$ cat config.mk
export PLATFORM = sky130hd
export DESIGN_NAME = a1t_back
export DESIGN_NICKNAME = d
export VERILOG_FILES = /design/src/rtl/core/a1t_pkg.sv /design/src/rtl/core/a1t_back.sv
export SDC_FILE = /design/constraint.sdc
export NUM_CORES = 1
export LEC_CHECK = 0
export CORE_MARGIN = 8
export CORE_UTILIZATION = 55
export DETAILED_ROUTE_END_ITERATION = 16
export DONT_BUFFER_PORTS = 1
export MAX_ROUTING_LAYER = met4
export PLACE_DENSITY = 0.73
export RECOVER_POWER = 50
export SLEW_MARGIN = 20
export SYNTH_ARGS = -nofsm -noshare
export SYNTH_HDL_FRONTEND = slang
export SYNTH_SLANG_ARGS = --single-unit
$ cat constraint.sdc
create_clock -name clk -period 13.81 [get_ports clk]
set_input_delay 1.381 -clock clk [delete_from_list [all_inputs] [get_ports clk]]
set_output_delay 1.381 -clock clk [all_outputs]
set_load 0.005 [all_outputs]
$ cat src/rtl/core/a1t_pkg.sv
// shared types and constants for the asn1 time to epoch parser
// no dependencies
package a1t_pkg;

  localparam int EpochW = 39;

  typedef enum logic [1:0] {
    ST_OK    = 2'd0,
    ST_FMT   = 2'd1,
    ST_RANGE = 2'd2,
    ST_LOCAL = 2'd3
  } status_t;

  localparam int SecsPerDay  = 86400;
  localparam int SecsPerYear = 31536000;
  localparam int EpochYear   = 1970;
  localparam int QueueDepth  = 2;

  // parsed fields of one complete string, handed from front to back
  typedef struct packed {
    logic [1:0]  err;
    logic        done;
    logic [13:0] year;
    logic [3:0]  month;
    logic [4:0]  day;
    logic [4:0]  hour;
    logic [5:0]  minute;
    logic [5:0]  second;
    logic        off_neg;
    logic [9:0]  off_min;
  } fields_t;

  // days before the first of a month, non-leap year
  function automatic logic [8:0] days_before(input logic [3:0] m);
    logic [8:0] d;
    unique case (m)
      4'd1:    d = 9'd0;
      4'd2:    d = 9'd31;
      4'd3:    d = 9'd59;
      4'd4:    d = 9'd90;
      4'd5:    d = 9'd120;
      4'd6:    d = 9'd151;
      4'd7:    d = 9'd181;
      4'd8:    d = 9'd212;
      4'd9:    d = 9'd243;
      4'd10:   d = 9'd273;
      4'd11:   d = 9'd304;
      4'd12:   d = 9'd334;
      4'd13:   d = 9'd365;
      4'd14:   d = 9'd365;
      4'd15:   d = 9'd365;
      default: d = 9'd0;
    endcase
    return d;
  endfunction

endpackage

$ cat src/rtl/core/a1t_back.sv
// converter: calendar fields to epoch seconds over three pipeline stages
// depends on a1t_pkg
module a1t_back (
  input  logic             clk,
  input  logic             rst,
  input  logic             q_valid,
  output logic             q_stall,
  input  a1t_pkg::fields_t q_data,
  output logic             valid,
  input  logic             stall,
  output logic signed [a1t_pkg::EpochW-1:0] epoch_seconds,
  output logic [1:0]       status
);
  import a1t_pkg::*;

  // stage 1: days and seconds-of-day
  logic        v1, v2;
  logic        adv1, adv2, adv3;
  logic [1:0]  st1, st2;
  logic        pre1, pre2;
  logic signed [22:0] days1;
  logic signed [18:0] sod1;

  logic        leap;
  logic [13:0] y;
  logic signed [15:0] ydiff;
  logic signed [22:0] days_c;
  logic signed [18:0] sod_c;
  logic [8:0]  db;
  logic [11:0] q4;
  logic [6:0]  cent;
  logic [4:0]  cent4;
  logic [13:0] ym1;
  logic [26:0] yq_p, mq_p;
  logic [6:0]  cent_y;
  logic [13:0] y100;

  assign adv3 = !(valid && stall);
  assign adv2 = !v2 || adv3;
  assign adv1 = !v1 || adv2;
  assign q_stall = !adv1;

  always_comb begin
    y     = q_data.year;
    // divide by 100 through a reciprocal multiply, exact below 12800 as the quotient is 7 bits
    yq_p  = 27'(y) * 27'd5243;
    cent_y = 7'(yq_p >> 19);
    y100  = 14'(cent_y) * 14'd100;
    leap  = (y[1:0] == 2'b00) && ((y100 != y) || (cent_y[1:0] == 2'b00));
    ydiff = 16'(y) - 16'(EpochYear);
    db    = days_before(q_data.month);
    if (leap && q_data.month > 4'd2) db = db + 9'd1;
    // leap days between 1970 and the year: count of multiples of 4, less
    // centuries that are not multiples of 400, counted from year 0
    ym1   = (y == 14'd0) ? 14'd0 : y - 14'd1;
    q4    = 12'(ym1 >> 2);
    mq_p  = 27'(ym1) * 27'd5243;
    cent  = 7'(mq_p >> 19);
    cent4 = 5'(cent >> 2);
    days_c = 23'(ydiff) * 23'sd365 + 23'(q4) - 23'(cent) + 23'(cent4) + 23'(y != 0)
           - 23'sd478 + 23'(db) + 23'(q_data.day) - 23'sd1;
    sod_c = 19'(q_data.hour) * 19'sd3600 + 19'(q_data.second)
          + (19'(q_data.minute) - (q_data.off_neg ? -19'(q_data.off_min)
                                                  : 19'(q_data.off_min))) * 19'sd60;
  end

  logic signed [EpochW-1:0] r2;
  logic [1:0] st_c;
  logic signed [EpochW-1:0] r_c;

  always_ff @(posedge clk) begin
    if (rst) begin
      v1 <= 1'b0; v2 <= 1'b0; valid <= 1'b0;
    end else begin
      if (adv1) v1 <= q_valid;
      if (adv2) v2 <= v1;
      if (adv3) valid <= v2;
    end
  end

  always_ff @(posedge clk) begin
    if (adv1 && q_valid) begin
      days1 <= days_c;
      sod1  <= sod_c;
      pre1  <= (q_data.year < 14'(EpochYear));
      st1   <= (q_data.err != 2'd0) ? q_data.err : (q_data.done ? ST_OK : ST_FMT);
    end
    if (adv2 && v1) begin
      r2   <= EpochW'(days1) * EpochW'(SecsPerDay) + EpochW'(sod1);
      pre2 <= pre1;
      st2  <= st1;
    end
    if (adv3 && v2) begin
      epoch_seconds <= r_c;
      status        <= st_c;
    end
  end

  always_comb begin
    st_c = st2;
    if (st2 == ST_OK && (pre2 ? (r2 >= 0) : (r2 < 0))) st_c = ST_RANGE;
    r_c = (st_c == ST_OK) ? r2 : '0;
  end
endmodule

==> out/qor_table.md <==
| Step | Item | Value |
| --- | --- | --- |
| outcome | Result of the run | finished, violations left |
| outcome | Violations in the final reports | max-capacitance violations, max-slew violations |
| timing | Max Clock Skew | 0.008365 ns |
| global routing | Global-route wire length before repair | 85880 um |
| hold path | Hold Path Depth | 0 |
| floorplanning | Area of the placeable core | 46160 um^2 |
| logic synthesis | Post-synthesis instance total | 2555 |
| worst setup path | Critical path type | input port to flip-flop |
| route | Antenna viol nets, final | 0 |
| timing | Final worst-path cycle share | 0.9782 |
| clock network | Number of buffers between clock root and the deepest sink | 2 |
| worst setup path | Crit path DAT | 13.69 ns |
| worst setup path | Data required, critical path | 13.99 ns |
| logic synthesis | Count of flip-flops with a built-in enable after synthesis | 128 |
| logic synthesis | Register bit count reported by yosys | 131 |
| place | Placer congestion estimate | 0.9014 |
| clock network | Register clock-pin slew on the reported worst setup and hold paths | 0.06 ns |
| worst setup path | Worst-case reg-to-reg path depth | 24 |
| worst setup path | Maximum single-stage delay on the critical path | 0.55 ns |
| floorplanning | Std-Cell Rows | 79 |
| route | Drt drc | 0 |
| clock network | TritonCTS clock tree | done |
| worst setup path | Most frequent cell on the critical path | inv_1 |
| worst setup path | Crit path launch | q_data[42] |
| floorplanning | Width of the chip | 231.3 um |
| timing | Relative slew slack | -0.4930 |
| route | Initial drt markers | 798 |
| worst setup path | Register-to-register path setup slack | 6.88 ns |
| floorplanning | Overall die area | 53490 um^2 |
| worst setup path | Worst setup path endpoint | days1[21] |
| clock network | Clock latency reported for the late side of the worst-skew pair | 0.43 ns |
| clock network | Total clock buffers created by CTS | 17 |
| layout | Fraction of final layout cells sized beyond drive strength 1 | 0.06471 |
| timing | Setup slack after layout | 0.3011 ns |
| worst setup path | Slowest library cell on the worst path | fa_1 |
| global routing | GRT Residual Overflow | 0 |
| place | # placed instances | 3193 |
| timing | Hold slack final | 0.4195 ns |
| logic synthesis | Number of warnings printed during yosys synthesis | 0 |
| hold path | Worst hold path class | flip-flop to flip-flop |
| route | Mean number of vias per cell | 5.205 |
| global routing | Largest net degree at the start of global routing | 46 |
| timing | Setup-failing EPs final | 0 |
| logic synthesis | Sequential cell area fraction in the yosys report | 0.1532 |
| layout | Area added between synthesis and finish | 7.756% |
| job | Count of maximum capacitance violations | 3 |
| logic synthesis | Area share of the largest cell type after synthesis | 0.2715 |
| worst setup path | Category of the worst setup path capture point | flip-flop |
| global routing | Antenna violations before repair | 1 |
| logic synthesis | Cell type with the highest aggregate area in the netlist | ha_1 |
| floorplanning | Effective utilization at floorplan | 0.5522 |
| layout | Final layout net count | 3549 |
| logic synthesis | Count of unique library cells instantiated by Yosys | 63 |
| route | WL per Instance | 15.64 um |
| place | Number of buffers inserted by port buffering | 0 |
| route | Final Routed Wirelength | 50650 um |
| global routing | GRT Resource Usage Total | 0.1992 |
| worst setup path | Largest fanout on the critical path | 9 |
| clock network | Clock Sinks | 131 |
| logic synthesis | Post-synthesis instance area | 25490 um^2 |
| timing | Worst Tran Pin Value | 2.240 ns |
| logic synthesis | Most common flop cell mapped by yosys | edfxtp_1 |
| logic synthesis | Share of flip-flops with an asynchronous set or reset after synthesis | 0 |
| logic synthesis | Top cells by area, synth | ha_1 27%, fa_1 25%, edfxtp_1 15% |
| clock network | Post-CTS Hold Fix Bufs | 0 |
| route | Via total after detailed routing | 16853 |
| worst setup path | Reg-to-Reg End | r2[38] |
| floorplanning | Number of top-level pins | 101 |
| worst setup path | Worst R2R Start | days1[5] |
| timing | Fin crit period | 13.51 ns |
| global routing | Number of global-route vias before repair | 18333 |
| worst setup path | Critical path startpoint category | input port |
| clock network | Cell at the root of the clock tree | clkbuf_16 |
| floorplanning | Die Height | 231.3 um |
| layout | Post-route insts no fill | 3238 |
| clock network | Depth of the CTS H-tree | 4 |
| timing | Final Max Slew Viols | 112 |
| logic synthesis | Average size of a mapped cell | 9.976 um^2 |
| place | Place WS | -0.7989 ns |
| timing | Final hold violations | 0 |
| timing | Achievable Freq | 74.03 MHz |
| timing | Setup TNS | 0 ns |
| route | Length of the first detailed-routing pass in iterations | 5 |
| logic synthesis | Net count after synthesis | 3490 |
| place | Detailed-placement wirelength estimate | 44250 um |
## logic make-up (layout without fill, tap and decap cells)
group,Yosys count,in the layout,synth area share
AOI/OAI and AO/OA,338,338,0.08880
xor gates and xnor gates,193,193,0.06632
and+or+nand+nor,336,336,0.06509
buffers and inverters,678,750,0.09984
adders and majority gates,877,877,0.5259
DFF,131,131,0.1532
other,0,4,0
muxes,2,2,0.0008835
## cells in the mapped netlist (14+ instances only)
cell,instances
inv_1,660
a21o_1,49
and2_1,46
o21bai_1,16
nor2_1,85
xor2_1,52
ha_1,553
a211oi_1,14
clkbuf_1,18
fa_1,324
edfxtp_1,128
o21a_1,22
xnor2_1,141
nand3_1,23
o21ai_0,58
nor2b_1,23
nand2_1,71
a21oi_1,96
nor3_1,24
## cells in the final DEF (no fill, tap or decap), drive strengths merged, types with 6 or more instances in the layout
master	Yosys	layout
or2	13	13
a21boi	7	7
a31o	11	11
o21a	22	22
clkbuf	18	22
xor2	52	52
a31oi	7	7
xnor2	141	141
o31ai	10	10
nand4	11	11
a211oi	15	15
nand3	23	23
nand2b	12	12
a2111oi	6	6
nor2b	23	23
a21oi	98	98
buf	0	56
o21ai	59	59
o21bai	16	16
ha	553	553
or3	8	8
nor2	85	85
inv	660	664
fa	324	324
edfxtp	128	128
a21o	49	49
and2	46	46
and3	13	13
nand2	71	71
nor3	24	24
## sequential cells by signal (all words and copies together) (netlist names)
name / cells
v2: 1
st1: 2
sod1: 19
valid: 1
days1: 23
v1: 1
epoch_seconds: 39
pre1: 1
r2: 39
pre2: 1
st2: 2
status: 2
## cell type report
| cell class | instances | area, um^2 |
|---|---|---|
| timing repair buffer | 58 | 431.7 |
| clock buffer | 20 | 466.7 |
| antenna | 4 | 10.01 |
| fill | 3744 | 18690 |
| inverter | 660 | 2481 |
| tap | 607 | 759.5 |
| sequential | 131 | 3904 |
| multi-input combinational | 1746 | 19320 |
| clock inverter | 12 | 96.34 |
## layer usage
| metal | share of wire | vias to the layer above | global-route usage |
|---|---|---|---|
| met1 | 0.41 | 8161 | 0.2255 |
| met4 | 0.027 | 0 | 0.05642 |
| li1 | - | 8368 | - |
| met5 | 0 | - | - |
| met3 | 0.033 | 87 | 0.02409 |
| met2 | 0.53 | 237 | 0.3662 |
## stage by stage
step / instance area, um^2 / utilization
global placement: 26580 / 0.5758
CTS: 27180 / 0.5888
finish: 27470 / 0.5950
detailed placement: 26580 / 0.5758
global route: 27470 / 0.5950
floorplan: 25490 / -
## timing repair
item | 4_1_cts | 5_1_grt
gates resized for setup | 11 | 48
buffers inserted | 0 | 8
setup endpoints to repair | 9 | 14
pin swaps | 10 | 49
## worst max-delay path: cells and delay by family
family | cells | cell delay (ns)
xor+xnor | 5 | 0.67
compound gates | 18 | 3.23
buf+inv | 13 | 0.85
fa+ha+maj | 17 | 6.68
simple gates | 4 | 0.84
## how the worst min path moves through the flow
stage / startpoint / to / slack [ns]
2_1_floorplan: pre1 / pre2 / 0.40
3_3_place_gp: sod1[0] / r2[0] / 0.40
3_5_place_dp: sod1[1] / r2[1] / 0.40
4_1_cts: sod1[1] / r2[1] / 0.42
5_1_grt: sod1[0] / r2[0] / 0.42
6_report: sod1[1] / r2[1] / 0.42
Power is left out: the tool's default activity adds up to more than one toggle a clock period on the data nets, which glitch-free logic cannot reach.
